===== config.mk =====
export PLATFORM = sky130hd
export DESIGN_NAME = cws_front
export DESIGN_NICKNAME = d
export VERILOG_FILES = /design/src/rtl/core/cumulative_weight_sampler_assert.svh /design/src/rtl/core/cws_pkg.sv /design/src/rtl/core/cws_front.sv
export SDC_FILE = /design/constraint.sdc
export NUM_CORES = 1
export LEC_CHECK = 0
export BUFFER_PORTS_ARGS = -buffer_cell sky130_fd_sc_hd__buf_2
export CORE_AREA = 2 2 81 83
export DETAILED_ROUTE_END_ITERATION = 10
export DIE_AREA = 0 0 83 85
export GPL_TIMING_DRIVEN = 0
export PLACE_DENSITY = 0.66
export SYNTH_ARGS = -nofsm -noshare
export SYNTH_HDL_FRONTEND = slang
export SYNTH_SLANG_ARGS = --single-unit

===== constraint.sdc =====
create_clock -name clk -period 1.7 [get_ports clk]
set_input_delay 0.255 -clock clk [delete_from_list [all_inputs] [get_ports clk]]
set_output_delay 0.255 -clock clk [all_outputs]
set_load 0.005 [all_outputs]

===== src/rtl/core/cumulative_weight_sampler_assert.svh =====
// assertion macros used by the rtl files (included by cws_back)
`ifndef CUMULATIVE_WEIGHT_SAMPLER_ASSERT_SVH
`define CUMULATIVE_WEIGHT_SAMPLER_ASSERT_SVH

`ifndef NO_ASSERTIONS
`define CWS_ASSERT(lbl, clk, rst_n, prop, msg) \
  lbl: assert property (@(posedge clk) disable iff (!rst_n) prop) else $error(msg);
`define CWS_ASSERT_NEXT(lbl, clk, rst_n, ante, cons, msg) \
  lbl: assert property (@(posedge clk) disable iff (!rst_n) (ante) |=> (cons)) else $error(msg);
`else
`define CWS_ASSERT(lbl, clk, rst_n, prop, msg)
`define CWS_ASSERT_NEXT(lbl, clk, rst_n, ante, cons, msg)
`endif

`endif


===== src/rtl/core/cws_pkg.sv =====
`default_nettype none
package cws_pkg;

  localparam int CFG_W           = 7;
  localparam int ROW_W           = 6;
  localparam int COL_W           = 6;
  localparam int WEIGHT_W        = 32;
  localparam int SUM_W           = 48;
  localparam int IDX_W           = 6;
  localparam int IN_TDATA_W      = 96;
  localparam int OUT_TDATA_W     = 8;
  localparam int MAX_ENTRIES_DEF = 64;
  localparam int QUEUE_DEPTH     = 2;

  localparam logic MODE_LOAD  = 1'b0;
  localparam logic MODE_QUERY = 1'b1;

  typedef struct packed {
    logic                mode;
    logic [ROW_W-1:0]    row;
    logic [COL_W-1:0]    column;
    logic [WEIGHT_W-1:0] weight;
    logic [SUM_W-1:0]    draw;
  } req_t;

endpackage
`default_nettype wire


===== src/rtl/core/cws_front.sv =====
`default_nettype none
module cws_front import cws_pkg::*; #(
  parameter int MAX_ENTRIES = MAX_ENTRIES_DEF
) (
  input  wire logic                  clk,
  input  wire logic                  rst_n,
  input  wire logic                  cfg_we,
  input  wire logic [CFG_W-1:0]      cfg_wdata,
  input  wire logic                  in_tvalid,
  output logic                       in_tready,
  input  wire logic [IN_TDATA_W-1:0] in_tdata,
  input  wire logic                  in_tuser,
  input  wire logic                  q_full,
  output logic                       q_push,
  output req_t                       q_req,
  output logic [CFG_W-1:0]           n_used
);

  localparam int          NMAX_I = (MAX_ENTRIES < 127) ? MAX_ENTRIES : 127;
  localparam logic [CFG_W-1:0] NMAX = CFG_W'(NMAX_I);
  localparam logic [CFG_W-1:0] NMIN = CFG_W'(2);

  logic [CFG_W-1:0] entries_r;
  logic             keep;

  always_ff @(posedge clk) begin
    if (!rst_n) begin
      entries_r <= CFG_W'(64);
    end else if (cfg_we) begin
      entries_r <= cfg_wdata;
    end
  end

  always_comb begin
    if (entries_r < NMIN) begin
      n_used = NMIN;
    end else if (entries_r > NMAX) begin
      n_used = NMAX;
    end else begin
      n_used = entries_r;
    end
  end

  assign q_req.mode   = in_tuser;
  assign q_req.row    = in_tdata[5:0];
  assign q_req.column = in_tdata[11:6];
  assign q_req.weight = in_tdata[43:12];
  assign q_req.draw   = in_tdata[91:44];

  // out-of-range rows and columns are dropped here
  always_comb begin
    if (q_req.mode == MODE_LOAD) begin
      keep = ({1'b0, q_req.row} < n_used) && ({1'b0, q_req.column} < n_used);
    end else begin
      keep = ({1'b0, q_req.row} < n_used);
    end
  end

  assign in_tready = !q_full;
  assign q_push    = in_tvalid && in_tready && keep;

endmodule
`default_nettype wire


==> key figures <==
Run status
  • Outcome: finished, violations left
  • Failing checks: setup timing

Detailed routing
  • Vias: 1379
  • First-pass detailed-route iteration total: 2
  • Wirelength, routed: 3590 µm
  • Wirelength per Cell: 9.61 µm
  • Initial detailed-routing violation count: 10
  • Routed Antenna Nets: 0
  • Via density: 3.70
  • DR DRC count: 0

Placed design
  • Pre-CTS WS: -0.398 ns
  • DP Wirelength: 3280 µm
  • Placer Congestion: 0.706
  • Port bufs: 125

Power
  • PD cells: 391 nW/µm²
  • Max VDD drop: 0.000306 V
  • P_leak: 0.00129 µW

Finish
  • Ant diodes: 0
  • FILL cells: 665
  • Final core occ: 34.6%
  • Largest register by flop count: entries_r
  • Biggest regs: entries_r x7
  • Fin nets: 414
  • Number of flip-flops in the largest register: 7
  • Share of cells above drive strength 1: 79.1%
  • Area growth, synth to finish: 64.0%

Yosys
  • Sequential area share after synthesis: 10.7%
  • Async set-reset flop share out of synthesis: 0%
  • Number of synthesized flops with an enable pin: 0
  • Area leader, netlist: buf_4
  • Post-Synth Adder-Cell Area: 7.64%
  • Main area contributors after synthesis: buf_4 53%, dfxtp_1 11%, ha_1 7.6%, mux2i_1 5.3%, nor2b_1 4.3%
  • Post-synth cell types: 27
  • Mapped Cells: 164
  • Syn Area/Cell: 7.99 µm²
  • Post-synthesis mux area share: 5.35%
  • Simple-gate portion of the synthesized area: 15.0%
  • Synth Cell Area: 1310 µm²
  • FF+latch count, synth: 7
  • Post-synthesis compound-gate area fraction: 4.87%
  • Dominant synthesized flop cell: dfxtp_1
  • Ys Warns: 0
  • Synth top area share: 53.3%
  • Main combinational cell family by area after synthesis: buffers and inverters
  • Synthesized net count: 281
  • Post-synthesis xor/xnor area fraction: 0%

Setup path
  • CP Capture Type: output port
  • CP bufs+invs: 2
  • Setup crit start kind: flop
  • Cell breakdown of the critical path: buf_8, nand2b_4, ha_4, a211oi_2, or3_1, a31oi_2, nor4_2, buf_2
  • Crit Path Category: flop to output port
  • RR Startpoint: entries_r[6]$_SDFFE_PN1P_
  • Crit path required time: 1.44 ns
  • Reg2reg setup slack: 0.80 ns
  • Critical path peak fanout: 6
  • Worst r2r dst: entries_r[6]$_SDFFE_PN1P_
  • Critical path origin: entries_r[6]$_SDFFE_PN1P_
  • Crit path max-delay cell type: or3_1
  • CP max stage delay: 0.39 ns
  • Critical path's top delay family: simple AND/OR/NAND/NOR gates
  • R2R depth: 4
  • Crit path DAT: 1.98 ns

Global route
  • Initial antenna violation count: 0
  • GR Layer Usage met3: 1.26%
  • Largest net degree at the start of global routing: 8
  • GR Layer Usage met2: 18.0%
  • GR met1 Demand/Resource: 9.30%
  • First-pass GRT wire length: 5230 µm
  • Grt total ovfl: 0
  • Vias in the first global route: 1178
  • Busiest grt layer: met2
  • All-Layer GR Usage: 8.69%

Clocking
  • Root Buffer: clkbuf_8
  • CTS tree: built
  • Number of H-tree levels: 1
  • Clock Sinks: 7
  • Worst-skew pair later-pin latency: 0.22 ns
  • Clock-pin transition on the worst setup and hold timing paths: 0.04 ns
  • Maximum clock insertion buffer count: 2
  • Num CTS Buffers: 3

Timing
  • Final-report hold violation count: 0
  • Slack of the critical path: -0.530 ns
  • Final Setup Violations: 1
  • Unrepaired setup endpoints after global routing: yes
  • Max-Slew Margin vs Limit: 66.4%
  • Worst Skew: 0 ns
  • Slew @ Worst Pin: 0.504 ns
  • Final Slew Violations: 0
  • Post-route clock period utilization: 131%
  • Fmax: 448 MHz
  • Min cycle time layout: 2.23 ns

Hold path
  • WHS Endpoint: entries_r[6]$_SDFFE_PN1P_
  • Worst min-delay path class: input pin to flop
  • Worst hold start: cfg_wdata[6]
  • Number of cells on the worst hold path: 3

Floorplanning
  • Core Area: 6200 µm²
  • Die area: 7060 µm²
  • Initial Util: 21.1%
  • # rows: 29
  • Die X: 83 µm
  • Number of primary I/O pins: 211
  • Chip Height: 85 µm

Run
  • Max-cap violations: 0
[worst reg2reg max path, cell delays in order (launching register included)]
cell and delay, ns:
dfxtp_4 0.34, buf_8 0.12, buf_4 0.15, mux2i_1 0.12, nand2_1 0.06
[final cells by class]
| class | count | area [µm²] | area share, % |
|---|---|---|---|
| Multi-Input combinational cell | 53 | 464 | 21.6 |
| Buffer | 96 | 721 | 33.5 |
| Inverter | 8 | 30.0 | 1.40 |
| Tap cell | 77 | 96.3 | 4.48 |
| Sequential cell | 7 | 144 | 6.70 |
| Timing Repair Buffer | 128 | 648 | 30.2 |
| Clock buffer | 4 | 45.0 | 2.10 |
[synth_stat cells, types with 2 or more instances]
library cell,number
nor2_1,6
inv_1,8
nand2b_1,4
dfxtp_1,7
clkbuf_1,3
nor2b_1,9
buf_4,93
nor3_1,2
mux2i_1,7
ha_1,8
[metal layers]
| layer | wire length [µm] | part of all wire, % |
|---|---|---|
| met3 | 376 | 10 |
| met5 | 0 | 0 |
| met1 | 1240 | 35 |
| met4 | 0 | 0 |
| met2 | 1970 | 55 |
[kinds of logic (layout without fill, tap and decap cells)]
logic type,Yosys count,count (layout)
AOI/OAI and AO/OA,8,8
muxes,7,7
adders and majority gates,8,8
buffers and inverters,104,236
DFF,7,7
and+or+nand+nor,30,30
[placed cells by master, fill, tap and decap left out, types with 2 or more instances in the layout]
master,netlist,layout
nor2_1,6,6
nor2b_1,9,9
dfxtp_1,7,6
clkbuf_1,3,3
buf_2,0,125
inv_1,8,8
nor3_1,2,2
clkbuf_8,0,3
nand2b_1,4,3
mux2i_1,7,7
buf_4,93,96
ha_1,8,6
[report_power, final]
part           switching, µW  internal (µW)  total (µW)
clock                   66.1            162         228
combinational            140            284         424
sequential              13.3            175         188
total                    219            621         840
[worst max path at each step]
stage / end / cells past startpoint
6_report: q_push / 8
5_1_grt: q_push / 8
4_1_cts: q_push / 8
3_5_place_dp: q_push / 8
3_3_place_gp: q_push / 7
2_1_floorplan: q_push / 7
[stage by stage]
step           instance area [µm²]  hold slack (ns)  cells  total power [µW]  setup TNS [ns]
6_report                      2150            0.247    373               840          -0.530
4_1_cts                       2150            0.248    373               852          -0.572
2_1_floorplan                 1340            0.317    164               444          -0.103
3_5_place_dp                  2060            0.479    366               610          -0.398
3_3_place_gp                  2060            0.472    366               602          -0.377
5_1_grt                       2150            0.270    373               897          -0.623
[timing repair]
item | in CTS | in global routing
pin swaps | 6 | 1
endpoints found under the setup margin | 1 | 1
resized for setup | 4 | 1
buffers inserted | 3 | 0
hold buffers | 0 | 0
(Power assumes the default switching activity.)
