[src/rtl/core/cumulative_weight_sampler_assert.svh]
// assertion macros used by the rtl files (included by cws_back)
`ifndef CUMULATIVE_WEIGHT_SAMPLER_ASSERT_SVH
`define CUMULATIVE_WEIGHT_SAMPLER_ASSERT_SVH

`ifndef NO_ASSERTIONS
`define CWS_ASSERT(lbl, clk, rst_n, prop, msg) \
  lbl: assert property (@(posedge clk) disable iff (!rst_n) prop) else $error(msg);
`define CWS_ASSERT_NEXT(lbl, clk, rst_n, ante, cons, msg) \
  lbl: assert property (@(posedge clk) disable iff (!rst_n) (ante) |=> (cons)) else $error(msg);
`else
`define CWS_ASSERT(lbl, clk, rst_n, prop, msg)
`define CWS_ASSERT_NEXT(lbl, clk, rst_n, ante, cons, msg)
`endif

`endif

[src/rtl/core/cws_pkg.sv]
`default_nettype none
package cws_pkg;

  localparam int CFG_W           = 7;
  localparam int ROW_W           = 6;
  localparam int COL_W           = 6;
  localparam int WEIGHT_W        = 32;
  localparam int SUM_W           = 48;
  localparam int IDX_W           = 6;
  localparam int IN_TDATA_W      = 96;
  localparam int OUT_TDATA_W     = 8;
  localparam int MAX_ENTRIES_DEF = 64;
  localparam int QUEUE_DEPTH     = 2;

  localparam logic MODE_LOAD  = 1'b0;
  localparam logic MODE_QUERY = 1'b1;

  typedef struct packed {
    logic                mode;
    logic [ROW_W-1:0]    row;
    logic [COL_W-1:0]    column;
    logic [WEIGHT_W-1:0] weight;
    logic [SUM_W-1:0]    draw;
  } req_t;

endpackage
`default_nettype wire

[src/rtl/core/cws_queue.sv]
`default_nettype none
module cws_queue import cws_pkg::*; (
  input  wire logic clk,
  input  wire logic rst_n,
  input  wire logic push,
  input  req_t      push_req,
  output logic      full,
  input  wire logic pop,
  output logic      valid,
  output req_t      head_req
);

  localparam int PW = $clog2(QUEUE_DEPTH);
  localparam int CW = $clog2(QUEUE_DEPTH + 1);

  req_t          slot_r [QUEUE_DEPTH];
  logic [PW-1:0] wr_ptr_r;
  logic [PW-1:0] rd_ptr_r;
  logic [CW-1:0] count_r;
  logic          do_pop;

  assign full     = (count_r == CW'(QUEUE_DEPTH));
  assign valid    = (count_r != '0);
  assign head_req = slot_r[rd_ptr_r];
  assign do_pop   = pop && valid;

  always_ff @(posedge clk) begin
    if (push) begin
      slot_r[wr_ptr_r] <= push_req;
    end
  end

  always_ff @(posedge clk) begin
    if (!rst_n) begin
      wr_ptr_r <= '0;
      rd_ptr_r <= '0;
      count_r  <= '0;
    end else begin
      if (push) begin
        wr_ptr_r <= (wr_ptr_r == PW'(QUEUE_DEPTH - 1)) ? '0 : wr_ptr_r + 1'b1;
      end
      if (do_pop) begin
        rd_ptr_r <= (rd_ptr_r == PW'(QUEUE_DEPTH - 1)) ? '0 : rd_ptr_r + 1'b1;
      end
      if (push && !do_pop) begin
        count_r <= count_r + 1'b1;
      end else if (!push && do_pop) begin
        count_r <= count_r - 1'b1;
      end
    end
  end

endmodule
`default_nettype wire

[config.mk]
export PLATFORM = sky130hd
export DESIGN_NAME = cws_queue
export DESIGN_NICKNAME = d
export VERILOG_FILES = /design/src/rtl/core/cumulative_weight_sampler_assert.svh /design/src/rtl/core/cws_pkg.sv /design/src/rtl/core/cws_queue.sv
export SDC_FILE = /design/constraint.sdc
export NUM_CORES = 1
export LEC_CHECK = 0
export ABC_AREA = 1
export BUFFER_PORTS_ARGS = -buffer_cell sky130_fd_sc_hd__buf_2
export CAP_MARGIN = 10
export CORE_ASPECT_RATIO = 1.1
export CORE_MARGIN = 2
export CORE_UTILIZATION = 55
export CTS_CLUSTER_DIAMETER = 200
export DETAILED_ROUTE_END_ITERATION = 16
export GPL_TIMING_DRIVEN = 0
export PLACE_DENSITY = 0.92
export SYNTH_ARGS = -nofsm -noshare
export SYNTH_HDL_FRONTEND = slang
export SYNTH_SLANG_ARGS = --single-unit
[constraint.sdc]
create_clock -name clk -period 17.9 [get_ports clk]
set_input_delay 3.58 -clock clk [delete_from_list [all_inputs] [get_ports clk]]
set_output_delay 3.58 -clock clk [all_outputs]
set_load 0.1 [all_outputs]
==> reports/summary.txt <==
================================================================================
Status                                                              complete, no violations
Highest Clock Rate                                                       184 MHz
Termination of the worst setup path                                 head_req[71]
Most used DFF post-synth                                            sky130_fd_sc_hd__edfxtp_1
Core region area                                                     12700 sq um
Number of setup violations in the final report                                 0
TritonCTS clock tree                                                        done
Fraction of final layout cells with drive strength greater than 1          58.8%
Combined flip-flop and latch cell area                                5690 sq um
Internal                                                              0.000782 W
Average vias per placed instance                                            5.23
Cells along the critical path                                       buf_4 -> buf_6 -> mux2_4 -> buf_2
Gate power share                                                           28.7%
CTS sink cnt                                                                 191
Worst supply voltage drop on vdd                                       0.0800 mV
Top cell family by delay on the critical path                       buffers and inverters
Die H                                                                     124 um
Biggest area consumer among synthesized cells                       sky130_fd_sc_hd__edfxtp_1
Final instance count without filler cells                                    706
Yosys warning count                                                            0
Filler Cell Count                                                            781
Startpoint of the worst-slack reg-to-reg timing path                wr_ptr_r$_SDFFE_PN0P_
Multi-input gate area in the final layout                             1420 sq um
Switching component of the power                                      0.000415 W
Arrival time at the worst endpoint                                       1850 ps
Dominant cell by count in the synthesized netlist                   sky130_fd_sc_hd__edfxtp_1
First-pass GRT wire length                                              19700 um
Critical path launch point type                                             flop
Worst max-slew margin expressed relative to the limit                      65.9%
Die boundary width                                                        113 um
Setup crit end kind                                                 primary output
Drt first pass iters                                                           4
Via count                                                                   3690
Initial cell density of the core                                           56.9%
Vias in the first global route                                              3910
Part of the power in the clock network                                     27.4%
Remaining global-route overflow                                                0
Post-DRT Antenna Nets                                                          0
Internal reg-to-reg setup slack                                         16280 ps
Average wire per cell in the routed design                               18.1 um
IO Pins                                                                      192
Number of nets in the final layout                                           637
Post-synthesis instance area                                          7230 sq um
Setup slack of the critical path after layout                           12470 ps
Crit path buffers/inverters                                                    3
Clock Root Buffer                                                   sky130_fd_sc_hd__clkbuf_16
WP data required                                                        14320 ps
Mean area per synthesized cell                                        22.2 sq um
DIE AREA                                                             14100 sq um
Number of cells on the critical path                                           4
Final Total Pwr                                                        0.00120 W
Number of buffers added on ports                                             191
Antenna violations before repair                                               4
Bufs on Longest Clock Path                                                     2
Pin count of the biggest net entering global routing                          61
HPWL after detailed placement                                            8990 um
Shortest clock period the worst path allows after layout                 5430 ps
Wire length after detailed routing                                      12800 um
Post-Route Skew                                                          8.06 ps
Number of violations of the max-capacitance limit                              0
Total nets after synthesis                                                   423
Power density over the cells                                         133 nW/um^2
Top cells by area in the synthesized netlist                        sky130_fd_sc_hd__edfxtp_1, sky130_fd_sc_hd__mux2_4, sky130_fd_sc_hd__mux2_2
Pre-CTS WS                                                              12880 ps
Post-CTS resize count                                                          0
DRC errors left                                                                0
Proportion of netlist area held by the largest area contributor            77.3%
Worst path slowest cell                                             sky130_fd_sc_hd__dfxtp_1
Kind of critical path                                               flop to primary output
Fraction of power spent switching nets                                     34.7%
Unique masters post-synth                                                     16
Slew at the pin closest to its max-slew limit                             515 ps
Utilization after layout                                                   70.8%
Number of synthesized flops with an enable pin                               186
Sequential cell area fraction in the yosys report                          78.7%
Final hold violation count                                                     0
Number of hold-repair buffers added at the cts stage                           0
Async set or reset register ratio after synthesis                             0%
Clk_lat worst skew                                                        410 ps
Dpl cells                                                                    677
H-tree depth                                                                   4
RD Place Congestion                                                        0.734
Largest fanout of any net on the critical path                                10
Peak per-stage delay on the critical path                                 330 ps
Clock transition at the registers of the reported paths                    60 ps
Share of power burned in registers                                         43.9%
Setup repair after global routing missed its margin                        false
Setup bufs post-CTS                                                            0
Min-delay worst type                                                flop to flop
Max-slew violation count                                                       0
Worst r2r path cells                                                           3
Synth-to-Final Area Change                                                 24.3%
Overall fraction of global-route tracks in use                             18.7%
Leakage dissipation                                                      3.56 nW
Post-route setup TNS                                                        0 ps
Post-synthesis sequential element count                                      191
Initial DRC count                                                            299
Number of buffers created by CTS                                              17
Most numerous cell types in the synthesized netlist                 sky130_fd_sc_hd__edfxtp_1, sky130_fd_sc_hd__mux2_4, sky130_fd_sc_hd__mux2_2, sky130_fd_sc_hd__nand2_1
Syn Inst Count                                                               325
Capturing point of the worst reg2reg path                           slot_r[1][13]$_DFFE_PP_
Row Count                                                                     43
Period utilization                                                         30.3%
================================================================================
## power groups by stage
stage	clock, W	sequential [W]	combinational (W)
floorplan	0	0.000535	0.000295
global placement	0	0.000537	0.000337
detailed placement	0	0.000535	0.000346
CTS	0.000335	0.000525	0.000346
global route	0.000354	0.000527	0.000355
finish	0.000328	0.000525	0.000344
## worst min path at each step
stage,cells past startpoint,from,end
6_report,2,rd_ptr_r$_SDFFE_PN0P_,flop
5_1_grt,2,rd_ptr_r$_SDFFE_PN0P_,flop
4_1_cts,2,rd_ptr_r$_SDFFE_PN0P_,flop
3_5_place_dp,2,rd_ptr_r$_SDFFE_PN0P_,flop
3_3_place_gp,2,rd_ptr_r$_SDFFE_PN0P_,rd_ptr_r$_SDFFE_PN0P_
2_1_floorplan,2,rd_ptr_r$_SDFFE_PN0P_,flop
## stage by stage
step | hold slack (ps) | instance area (sq um)
floorplan | 467 | 7230
global placement | 478 | 8380
detailed placement | 513 | 8480
CTS | 530 | 8980
global route | 559 | 8980
finish | 530 | 8990
## routing by layer
| metal | track usage (%) | wire (um) | share of wire (%) |
|---|---|---|---|
| met5 | 0 | 27 | 0.21 |
| met4 | 7.46 | 208 | 1.6 |
| met3 | 6.87 | 907 | 7.1 |
| met2 | 33.1 | 7090 | 55 |
| met1 | 20.1 | 4580 | 36 |
## worst min-delay path, delay by kind of cell (launching register included)
kind | cells | cell delay (ps)
flip-flops | 1 | 340
AND/OR/NAND/NOR | 2 | 160
## registers in the layout, summed over array words and instances (netlist names), named ones only
register and cells:
count_r 2, wr_ptr_r 1, rd_ptr_r 1, slot_r 186
## layout make-up
type	instances	share of cell area [%]
multi-input combinational	116	15.8
timing repair buffer	195	11.6
antenna	1	0.0278
clock inverter	9	0.821
sequential	191	63.3
inverter	8	0.362
tap	157	2.19
clock buffer	19	4.82
buffer	10	1.07
## cells in the final DEF (no fill, tap or decap)
cell and n:
sky130_fd_sc_hd__a21oi_1 1, sky130_fd_sc_hd__ha_1 1, sky130_fd_sc_hd__nand3_1 1, sky130_fd_sc_hd__buf_2 193, sky130_fd_sc_hd__o21a_1 1, sky130_fd_sc_hd__clkinvlp_4 2, sky130_fd_sc_hd__buf_4 1, sky130_fd_sc_hd__clkinv_2 1
sky130_fd_sc_hd__nand4_1 1, sky130_fd_sc_hd__nor2_1 7, sky130_fd_sc_hd__clkbuf_16 17, sky130_fd_sc_hd__bufinv_16 1, sky130_fd_sc_hd__nor2_4 1, sky130_fd_sc_hd__o21ai_0 1, sky130_fd_sc_hd__mux2_2 23, sky130_fd_sc_hd__edfxtp_1 186
sky130_fd_sc_hd__clkinv_4 1, sky130_fd_sc_hd__clkbuf_1 2, sky130_fd_sc_hd__diode_2 1, sky130_fd_sc_hd__dfxtp_1 5, sky130_fd_sc_hd__inv_4 1, sky130_fd_sc_hd__buf_12 3, sky130_fd_sc_hd__mux2_4 70, sky130_fd_sc_hd__clkinv_1 4
sky130_fd_sc_hd__buf_16 1, sky130_fd_sc_hd__nand2_1 9, sky130_fd_sc_hd__inv_1 7, sky130_fd_sc_hd__buf_6 7
## cells by family after synthesis
logic type	after synthesis	synth area share, %
adders and majority gates	1	0.173
buffers and inverters	18	1.75
muxes	93	18.1
and+or+nand+nor	19	1.04
AOI/OAI and AO/OA	3	0.242
DFF	191	78.7
Note: power is estimated with default switching activity, not from simulation.
